### config.mk
export PLATFORM = sky130hd
export DESIGN_NAME = event_time_priority_queue_top
export DESIGN_NICKNAME = d
export VERILOG_FILES = /design/src/rtl/etpq_pkg.sv /design/src/rtl/etpq_ram.sv /design/src/rtl/etpq_ctrl.sv /design/src/rtl/etpq_dp.sv /design/src/rtl/event_time_priority_queue_top.sv
export SDC_FILE = /design/constraint.sdc
export NUM_CORES = 2
export LEC_CHECK = 0
export BUFFER_PORTS_ARGS = -buffer_cell sky130_fd_sc_hd__buf_2
export CORE_MARGIN = 1
export CORE_UTILIZATION = 40
export DETAILED_ROUTE_END_ITERATION = 8
export MAX_ROUTING_LAYER = met4
export REMOVE_ABC_BUFFERS = 1
export SLEW_MARGIN = 10
export SYNTH_ARGS = -nofsm -noshare
export SYNTH_HDL_FRONTEND = slang
export SYNTH_SLANG_ARGS = --single-unit
### constraint.sdc
create_clock -name clk_i -period 10.8 [get_ports clk_i]
set_clock_uncertainty 0.15 [all_clocks]
set_input_delay 1.62 -clock clk_i [delete_from_list [all_inputs] [get_ports clk_i]]
set_output_delay 1.62 -clock clk_i [all_outputs]
set_load 0.05 [all_outputs]
### src/rtl/etpq_pkg.sv
// shared types, constants and compare function for the event time priority queue
package etpq_pkg;

  localparam int QDEPTH    = 64;
  localparam int IDX_W     = $clog2(QDEPTH);
  localparam int CNT_W     = $clog2(QDEPTH + 1);
  localparam int TIME_BITS = 32;
  localparam int ID_BITS   = 8;
  localparam int ENT_W     = TIME_BITS + ID_BITS;

  localparam logic [1:0] ST_OK    = 2'd0;
  localparam logic [1:0] ST_NULL  = 2'd1;
  localparam logic [1:0] ST_FULL  = 2'd2;
  localparam logic [1:0] ST_EMPTY = 2'd3;

  localparam logic ACT_SCHED = 1'b0;
  localparam logic ACT_POP   = 1'b1;

  typedef struct packed {
    logic        action;
    logic [7:0]  unit_id;
    logic [15:0] delay;
  } in_item_t;

  typedef struct packed {
    logic [1:0]  status;
    logic [7:0]  next_unit;
    logic [31:0] now_time;
    logic [6:0]  pending;
  } out_item_t;

  typedef struct packed {
    logic [TIME_BITS-1:0] due;
    logic [ID_BITS-1:0]   id;
  } entry_t;

  typedef enum logic [3:0] {
    CMD_NONE,
    CMD_ACCEPT,
    CMD_INS_RD,
    CMD_INS_MOVE,
    CMD_INS_PUT,
    CMD_POP_RD0,
    CMD_POP_RDL,
    CMD_POP_CAP,
    CMD_DN_RDL,
    CMD_DN_RDR,
    CMD_DN_MOVE,
    CMD_DN_PUT,
    CMD_FIN
  } cmd_e;

  typedef struct packed {
    cmd_e op;
  } cmd_t;

  typedef struct packed {
    logic in_pop;
    logic in_bad;
    logic at_root;
    logic ins_up;
    logic leaf;
    logic dn_move;
    logic out_free;
  } dp_st_t;

  // earlier due time first, lower identifier on a tie
  function automatic logic entry_before(entry_t a, entry_t b);
    logic r;
    if (a.due != b.due) begin
      r = (a.due < b.due);
    end else begin
      r = (a.id < b.id);
    end
    return r;
  endfunction

endpackage

### src/rtl/etpq_ram.sv
// generic single write, single registered read ram
module etpq_ram #(
  parameter int WIDTH = 8,
  parameter int DEPTH = 16
) (
  input  logic                     clk_i,
  input  logic                     we_i,
  input  logic [$clog2(DEPTH)-1:0] waddr_i,
  input  logic [WIDTH-1:0]         wdata_i,
  input  logic                     re_i,
  input  logic [$clog2(DEPTH)-1:0] raddr_i,
  output logic [WIDTH-1:0]         rdata_o
);

  logic [WIDTH-1:0] mem_q [DEPTH];
  logic [WIDTH-1:0] rdata_q;

  // write port
  always_ff @(posedge clk_i) begin
    if (we_i) begin
      mem_q[waddr_i] <= wdata_i;
    end
  end

  // registered read port
  always_ff @(posedge clk_i) begin
    if (re_i) begin
      rdata_q <= mem_q[raddr_i];
    end
  end

  assign rdata_o = rdata_q;

endmodule

### src/rtl/etpq_ctrl.sv
// sequencer for heap insert and pop
module etpq_ctrl import etpq_pkg::*; (
  input  logic   clk_i,
  input  logic   rst_ni,
  input  logic   in_valid_i,
  input  dp_st_t st_i,
  output cmd_t   cmd_o,
  output logic   in_stall_o
);

  typedef enum logic [9:0] {
    S_IDLE    = 10'b0000000001,
    S_INS_RD  = 10'b0000000010,
    S_INS_CMP = 10'b0000000100,
    S_POP_RD0 = 10'b0000001000,
    S_POP_RDL = 10'b0000010000,
    S_POP_CAP = 10'b0000100000,
    S_DN_RDL  = 10'b0001000000,
    S_DN_RDR  = 10'b0010000000,
    S_DN_CMP  = 10'b0100000000,
    S_FIN     = 10'b1000000000
  } state_e;

  state_e state_q, state_d;

  // next state and command
  always_comb begin
    state_d    = state_q;
    cmd_o.op   = CMD_NONE;
    unique case (state_q)
      S_IDLE: begin
        if (in_valid_i) begin
          cmd_o.op = CMD_ACCEPT;
          if (st_i.in_bad)      state_d = S_FIN;
          else if (st_i.in_pop) state_d = S_POP_RD0;
          else                  state_d = S_INS_RD;
        end
      end
      S_INS_RD: begin
        if (st_i.at_root) begin
          cmd_o.op = CMD_INS_PUT;
          state_d  = S_FIN;
        end else begin
          cmd_o.op = CMD_INS_RD;
          state_d  = S_INS_CMP;
        end
      end
      S_INS_CMP: begin
        if (st_i.ins_up) begin
          cmd_o.op = CMD_INS_MOVE;
          state_d  = S_INS_RD;
        end else begin
          cmd_o.op = CMD_INS_PUT;
          state_d  = S_FIN;
        end
      end
      S_POP_RD0: begin
        cmd_o.op = CMD_POP_RD0;
        state_d  = S_POP_RDL;
      end
      S_POP_RDL: begin
        cmd_o.op = CMD_POP_RDL;
        state_d  = S_POP_CAP;
      end
      S_POP_CAP: begin
        cmd_o.op = CMD_POP_CAP;
        state_d  = S_DN_RDL;
      end
      S_DN_RDL: begin
        if (st_i.leaf) begin
          cmd_o.op = CMD_DN_PUT;
          state_d  = S_FIN;
        end else begin
          cmd_o.op = CMD_DN_RDL;
          state_d  = S_DN_RDR;
        end
      end
      S_DN_RDR: begin
        cmd_o.op = CMD_DN_RDR;
        state_d  = S_DN_CMP;
      end
      S_DN_CMP: begin
        if (st_i.dn_move) begin
          cmd_o.op = CMD_DN_MOVE;
          state_d  = S_DN_RDL;
        end else begin
          cmd_o.op = CMD_DN_PUT;
          state_d  = S_FIN;
        end
      end
      S_FIN: begin
        if (st_i.out_free) begin
          cmd_o.op = CMD_FIN;
          state_d  = S_IDLE;
        end
      end
      default: state_d = S_IDLE;
    endcase
  end

  // state register
  always_ff @(posedge clk_i or negedge rst_ni) begin
    if (!rst_ni) begin
      state_q <= S_IDLE;
    end else begin
      state_q <= state_d;
    end
  end

  assign in_stall_o = (state_q != S_IDLE);

endmodule

### src/rtl/etpq_dp.sv
// heap datapath: event store, count, current time and result register
module etpq_dp import etpq_pkg::*; (
  input  logic      clk_i,
  input  logic      rst_ni,
  input  in_item_t  in_data_i,
  input  cmd_t      cmd_i,
  output dp_st_t    st_o,
  output logic      out_valid_o,
  input  logic      out_stall_i,
  output out_item_t out_data_o
);

  logic [CNT_W-1:0]     cnt_q, cnt_d;
  logic [TIME_BITS-1:0] now_q, now_d;
  logic [IDX_W-1:0]     idx_q, idx_d;
  entry_t               ent_q, ent_d;
  entry_t               best_q, best_d;
  logic [1:0]           res_st_q, res_st_d;
  logic [ID_BITS-1:0]   res_id_q, res_id_d;
  logic                 out_valid_q, out_valid_d;
  out_item_t            out_q, out_d;

  logic                 we, re;
  logic [IDX_W-1:0]     waddr, raddr;
  entry_t               wdata, rdata;
  logic [ENT_W-1:0]     rdata_raw;

  logic [TIME_BITS:0]   sum;
  logic [TIME_BITS-1:0] due_sat;
  logic [1:0]           code;
  logic [IDX_W-1:0]     parent;
  logic [CNT_W-1:0]     lft, rgt;
  logic                 has_r, pick_r;
  entry_t               child;
  logic [IDX_W-1:0]     cidx;

  etpq_ram #(.WIDTH(ENT_W), .DEPTH(QDEPTH)) u_ram (
    .clk_i   (clk_i),
    .we_i    (we),
    .waddr_i (waddr),
    .wdata_i (wdata),
    .re_i    (re),
    .raddr_i (raddr),
    .rdata_o (rdata_raw)
  );
  assign rdata = entry_t'(rdata_raw);

  // saturating due time and item status
  always_comb begin
    sum     = {1'b0, now_q} + {{(TIME_BITS-15){1'b0}}, in_data_i.delay};
    due_sat = sum[TIME_BITS] ? {TIME_BITS{1'b1}} : sum[TIME_BITS-1:0];
    if (in_data_i.action == ACT_POP) begin
      code = (cnt_q == '0) ? ST_EMPTY : ST_OK;
    end else if (in_data_i.unit_id[ID_BITS-1:0] == '0) begin
      code = ST_NULL;
    end else if (cnt_q == CNT_W'(QDEPTH)) begin
      code = ST_FULL;
    end else begin
      code = ST_OK;
    end
  end

  // heap index arithmetic and child selection
  always_comb begin
    parent = (idx_q - IDX_W'(1)) >> 1;
    lft    = {idx_q, 1'b1};
    rgt    = lft + CNT_W'(1);
    has_r  = (rgt < cnt_q);
    pick_r = has_r && entry_before(rdata, best_q);
    child  = pick_r ? rdata : best_q;
    cidx   = pick_r ? rgt[IDX_W-1:0] : lft[IDX_W-1:0];
  end

  // status to controller
  always_comb begin
    st_o.in_pop   = (in_data_i.action == ACT_POP);
    st_o.in_bad   = (code != ST_OK);
    st_o.at_root  = (idx_q == '0);
    st_o.ins_up   = entry_before(ent_q, rdata);
    st_o.leaf     = (lft >= cnt_q);
    st_o.dn_move  = entry_before(child, ent_q);
    st_o.out_free = !out_valid_q || !out_stall_i;
  end

  // command decode
  always_comb begin
    cnt_d       = cnt_q;
    now_d       = now_q;
    idx_d       = idx_q;
    ent_d       = ent_q;
    best_d      = best_q;
    res_st_d    = res_st_q;
    res_id_d    = res_id_q;
    out_d       = out_q;
    out_valid_d = out_valid_q && out_stall_i;
    we          = 1'b0;
    re          = 1'b0;
    waddr       = idx_q;
    wdata       = ent_q;
    raddr       = '0;
    unique case (cmd_i.op)
      CMD_NONE: ;
      CMD_ACCEPT: begin
        ent_d.due = due_sat;
        ent_d.id  = in_data_i.unit_id[ID_BITS-1:0];
        idx_d     = cnt_q[IDX_W-1:0];
        res_st_d  = code;
        res_id_d  = '0;
      end
      CMD_INS_RD: begin
        re    = 1'b1;
        raddr = parent;
      end
      CMD_INS_MOVE: begin
        we    = 1'b1;
        wdata = rdata;
        idx_d = parent;
      end
      CMD_INS_PUT: begin
        we    = 1'b1;
        cnt_d = cnt_q + CNT_W'(1);
      end
      CMD_POP_RD0: begin
        re    = 1'b1;
        raddr = '0;
      end
      CMD_POP_RDL: begin
        re       = 1'b1;
        raddr    = IDX_W'(cnt_q - CNT_W'(1));
        res_id_d = rdata.id;
        now_d    = rdata.due;
        cnt_d    = cnt_q - CNT_W'(1);
        idx_d    = '0;
      end
      CMD_POP_CAP: ent_d = rdata;
      CMD_DN_RDL: begin
        re    = 1'b1;
        raddr = lft[IDX_W-1:0];
      end
      CMD_DN_RDR: begin
        best_d = rdata;
        re     = 1'b1;
        raddr  = rgt[IDX_W-1:0];
      end
      CMD_DN_MOVE: begin
        we    = 1'b1;
        wdata = child;
        idx_d = cidx;
      end
      CMD_DN_PUT: we = 1'b1;
      CMD_FIN: begin
        out_valid_d       = 1'b1;
        out_d.status      = res_st_q;
        out_d.next_unit   = 8'(res_id_q);
        out_d.now_time    = 32'(now_q);
        out_d.pending     = 7'(cnt_q);
      end
      default: ;
    endcase
  end

  // control registers
  always_ff @(posedge clk_i or negedge rst_ni) begin
    if (!rst_ni) begin
      cnt_q       <= '0;
      now_q       <= '0;
      out_valid_q <= 1'b0;
    end else begin
      cnt_q       <= cnt_d;
      now_q       <= now_d;
      out_valid_q <= out_valid_d;
    end
  end

  // payload registers
  always_ff @(posedge clk_i) begin
    idx_q    <= idx_d;
    ent_q    <= ent_d;
    best_q   <= best_d;
    res_st_q <= res_st_d;
    res_id_q <= res_id_d;
    out_q    <= out_d;
  end

  assign out_valid_o = out_valid_q;
  assign out_data_o  = out_q;

`ifndef SYNTH
  a_cnt_range: assert property (@(posedge clk_i) disable iff (!rst_ni)
    cnt_q <= CNT_W'(QDEPTH))
    else $error("event count beyond store depth");
  a_put_room: assert property (@(posedge clk_i) disable iff (!rst_ni)
    (cmd_i.op == CMD_INS_PUT) |-> (cnt_q < CNT_W'(QDEPTH)))
    else $error("insert into full store");
  a_pop_nonempty: assert property (@(posedge clk_i) disable iff (!rst_ni)
    (cmd_i.op == CMD_POP_RDL) |-> (cnt_q != '0))
    else $error("pop from empty store");
  a_fin_free: assert property (@(posedge clk_i) disable iff (!rst_ni)
    (cmd_i.op == CMD_FIN) |-> (!out_valid_q || !out_stall_i))
    else $error("result overwritten while stalled");
`endif

endmodule

### src/rtl/event_time_priority_queue_top.sv
// top level of the event time priority queue
//  channel | direction | handshake             | payload
//  in      | input     | in_valid_i/in_stall_o | in_data_i  (in_item_t)
//  out     | output    | out_valid_o/out_stall_i | out_data_o (out_item_t)
// one item at a time; a schedule climbs the heap one level per parent read and compare,
// then writes the new entry; a pop reads the root and the last entry, then sinks it
// one level per read of both children and compare, then writes it back, each read
// going through the single registered read port of the event store memory.
// rejected items skip the heap. reset clears count, time and valid; the store
// needs no clearing. a stalled output holds its item; the next item is taken
// meanwhile and waits finished until the output register frees.
module event_time_priority_queue_top import etpq_pkg::*; (
  input  logic      clk_i,
  input  logic      rst_ni,
  input  logic      in_valid_i,
  output logic      in_stall_o,
  input  in_item_t  in_data_i,
  output logic      out_valid_o,
  input  logic      out_stall_i,
  output out_item_t out_data_o
);

  cmd_t   cmd;
  dp_st_t st;

  // controller
  etpq_ctrl u_ctrl (
    .clk_i      (clk_i),
    .rst_ni     (rst_ni),
    .in_valid_i (in_valid_i),
    .st_i       (st),
    .cmd_o      (cmd),
    .in_stall_o (in_stall_o)
  );

  // datapath
  etpq_dp u_dp (
    .clk_i       (clk_i),
    .rst_ni      (rst_ni),
    .in_data_i   (in_data_i),
    .cmd_i       (cmd),
    .st_o        (st),
    .out_valid_o (out_valid_o),
    .out_stall_i (out_stall_i),
    .out_data_o  (out_data_o)
  );

endmodule
==> results.md <==
- The final hold violation count is 0.
- The root cell of the clock tree is clkbuf_16.
- The floorplan step defined a die boundary enclosing 0.275 mm2.
- The number of antenna violations at the first check in global routing is 14.
- The number of buffers inserted to repair setup after CTS is 0.
- The top-level I/O count is 80.
- Counting I/O delays and the setup requirement, the final critical path takes 9990 ps.
- The filler cells instantiated in the layout total 23400.
- Among all flip-flop cells after synthesis, the most frequent one is edfxtp_1.
- The cell area after layout is 0.124 mm2.
- Internal power comes to 20.8 mW.
- The number of buffers added by the clock tree synthesis step is 300.
- From left edge to right edge, the die measures 524 um.
- The number of port buffers is 79.
- The endpoint type of the worst setup path is a flop.
- After detailed routing, the number of remaining DRC violations is 0.
- The clock network latency to the later pin of the worst-skew pair is 980 ps.
- The initial core utilization is 40.2%.
- The number of placed cells counting well taps is 10500.
- For this block, the initial DRC count from the detailed router was 12200.
- From bottom edge to top edge, the die measures 524 um.
- The path class of the tightest hold or removal check is flop to flop.
- The clock network burns 31.9% of the power.
- In this run the mean area of a mapped cell was 15.4 um2.
- The part of the cycle the worst path needs is 92.5%.
- The analysis attributes to net switching a power of 9.59 mW.
- After detailed routing, the number of vias per cell comes to 6.45.
- Max-cap violations in this run came to 0.
- The largest single stage delay on the critical path is 1030 ps.
- Of all nets on the critical path, the largest fanout is 64.
- For the worst flop-to-flop path, the logic depth is 21.
- The final layout contains routed wiring with a total length of 390000 um.
- TritonCTS built the clock tree.
- The sort of element at the start of the critical path is a flop.
- The total half-perimeter wirelength after legalization and detailed placement is 207000 um.
- The run finished with clean final reports.
- The first-pass detailed-route iteration total is 7.
- After detailed routing, the average wire length per cell comes to 35.4 um.
- After synthesis, flip-flops and latches occupy 76.8% of the total area.
- The proportion of synthesized flip-flops having asynchronous set or reset is 1.79%.
- The Yosys step of the flow raised 0 warnings.
- The core region area is 0.271 mm2.
- Setup repair after global routing left no endpoint under its margin.
- The tree built by TritonCTS fans out to 2795 sinks.
- For the worst setup path, the data arrival time is 10380 ps.
- The clock tree synthesis step divided the H-tree into 5 levels.
- The proportion of power drawn by flip-flops and latches is 46.3%.
- The instance area after placement is 0.114 mm2.
- Synthesis produced a netlist whose cell count is 7076.
- The critical path class is flop to flop.
- Walking the worst path, the cells encountered are clkinv_1 -> ha_1 -> ha_1 -> a21oi_1 -> o21bai_1 -> a21oi_1 -> o21ai_0 -> a21oi_4 -> o21ai_0 -> ha_1 -> nand4_1 -> nor4_1 -> o21ai_0 -> nand2_1 -> o41ai_1 -> a41oi_1 -> o21ai_0 -> a21oi_1 -> and2_1 -> buf_4 -> a21bo_2.
- The leakage power summed over all cells is 39.4 nW.
- The placer congestion estimate is 0.969.
- The global-route wire length before repair is 530000 um.
- The via count of the first global-routing pass is 65500.
- The final cell count without fillers is 11000.
- Clock-pin slew was measured on the worst setup and hold paths at 70 ps.
- The max-slew violation count is 0.
- The upper clock frequency limit is 0.100 GHz.
- The final net count is 7411.
- The maximum vdd drop is 193 uV.
- The global-route usage over all layers is 28.7%.
- The power density over cell area is 246 mW/mm2.
- The number of resized instances in the post-cts repair step is 0.
- The antenna violation net count after detailed routing is 0.
- Of the total power, combinational logic draws 21.8%.
- The area growth from synthesis to layout is 13.3%.
- The number of enable-type register cells in the synthesized netlist is 2745.
- The data required time at the worst endpoint is 11190 ps.
- By instance count, the cell type seen most on the critical path is o21ai_0.
- The clock passes through at most 4 buffers.
- The layout cell share with drive strength beyond 1 is 11.7%.
- Headroom to the max-slew limit came out at 6.03%.
- Counting flops and latches in the post-synthesis netlist gives 2795.
- The transition time at the pin with the least slew margin is 1370 ps.
- The number of endpoints failing setup at the final stage is 0.
- On the critical path, the stage with the largest delay is an instance of a21oi_4.
- The final global-route overflow total is 0.
- The floorplan has 191 rows.
- Synthesis instantiated 91 different standard cells from the library.
- In this run switching power makes up 31.5% of total power.
- After clock tree synthesis, the flow added hold-fix buffers numbering 0.
- The routed layout has 71100 vias.
- After synthesis the cells add up to 0.109 mm2.
- The largest net degree at the start of global routing is 150.
- The worst hold path cell count is 0.
## power by group through the flow
stage | sequential (mW) | clock [mW] | combinational [mW]
final | 14.1 | 9.71 | 6.62
after global routing | 14.1 | 10.1 | 6.92
after CTS | 14.1 | 9.74 | 6.36
after detailed placement | 14.3 | 0 | 6.33
after global placement | 14.3 | 0 | 6.24
after floorplan | 14.1 | 0 | 3.71
## cell type report
type	count	area, um2	share of cell area [%]
multi-input combinational	3674	23400	18.9
sequential	2795	83700	67.7
clock buffer	366	7850	6.35
antenna	10	25.0	0.0203
timing repair buffer	307	2430	1.96
clock inverter	148	1150	0.932
inverter	154	581	0.470
tap	3570	4470	3.61
## synth_stat cells, drive strengths merged, types with 18 or more instances
cell type / n / area (um2)
a31oi: 20 / 125
nand3: 74 / 375
a21bo: 38 / 380
or3: 82 / 513
dfrtp: 49 / 1230
a22oi: 79 / 621
nor4: 68 / 425
xor2: 18 / 158
clkbuf: 215 / 807
o22ai: 624 / 3960
a21o: 40 / 300
o22a: 32 / 280
o221ai: 271 / 2370
a2111oi: 38 / 360
ha: 149 / 1860
nor2: 441 / 1660
nand4: 39 / 244
o311ai: 26 / 228
o21ai: 613 / 3070
buf: 238 / 1240
nand2: 214 / 803
o41ai: 25 / 219
mux2i: 18 / 180
xnor2: 27 / 236
edfxtp: 2745 / 82400
nor3: 339 / 1700
a21oi: 185 / 926
inv: 152 / 571
## registers in the layout, summed over array words and instances (netlist names)
register,flops
u_ctrl.state_q,10
u_dp.out_valid_o,1
u_dp.idx_q,6
u_dp.u_ram.mem_q,2560
u_dp.best_q,40
u_dp.cnt_q,7
u_dp.res_st_q,2
u_dp.u_ram.rdata_o,40
u_dp.ent_q,40
u_dp.now_q,32
u_dp.res_id_q,8
u_dp.out_data_o,49
## routing by layer
metal	wire (um)	vias up	global-route usage [%]	part of all wire (%)
li1	-	28900	-	-
met1	151000	36200	38.5	39
met2	173000	5186	41.9	44
met3	47900	800	6.13	12
met4	18700	0	12.6	4.8
met5	0	-	-	0
## worst max-delay path, delay by kind of cell, from the launching register on
kind            cells  cell delay, ps
compound gates     12            4630
fa+ha+maj           3            1220
buf+inv             2             840
flops               1             760
simple gates        4            1830
## cells in the final DEF, fill, tap and decap left out, types with 182 or more instances in the layout
cell type  netlist  layout
nand2_1        214     212
buf_4           21     203
nor2_1         440     382
o21ai_0        566     566
nor3_1         339     338
edfxtp_1      2745    2745
o221ai_1       271     271
clkbuf_16        0     303
a21oi_1        185     182
o22ai_1        617     617
## worst paths after layout
kind                             startpoint                       end  slack (ps)
max in group asynchronous            rst_ni             u_dp.now_q[9]        9390
hold reg to reg            u_dp.res_id_q[3]       u_dp.out_data_o[42]         250
setup reg to reg              u_dp.idx_q[1]  u_dp.u_ram.mem_q[30][22]         810
hold / removal             u_dp.res_id_q[3]       u_dp.out_data_o[42]         250
min in group asynchronous            rst_ni          u_dp.out_valid_o         610
setup / recovery              u_dp.idx_q[1]  u_dp.u_ram.mem_q[30][22]         810
## kinds of logic after synthesis
group,after synthesis,synth area share (%)
AOI/OAI and AO/OA,2115,12.8
xor gates and xnor gates,45,0.362
adders and majority gates,150,1.73
buffers and inverters,607,2.41
DFF,2795,76.8
muxes,21,0.196
and+or+nand+nor,1343,5.79
## through the flow
stage | hold WS, ps | setup TNS [ps] | setup slack [ps] | util, % | power (mW)
floorplan | 250 | -330860 | -7230 | - | 17.8
global placement | 254 | 0 | 1340 | 42.2 | 20.5
detailed placement | 259 | 0 | 1220 | 42.2 | 20.6
CTS | 258 | 0 | 1130 | 45.5 | 30.2
global route | 280 | 0 | 413 | 45.6 | 31.2
finish | 255 | 0 | 806 | 45.6 | 30.4
Power figures use the tool's default switching activity.
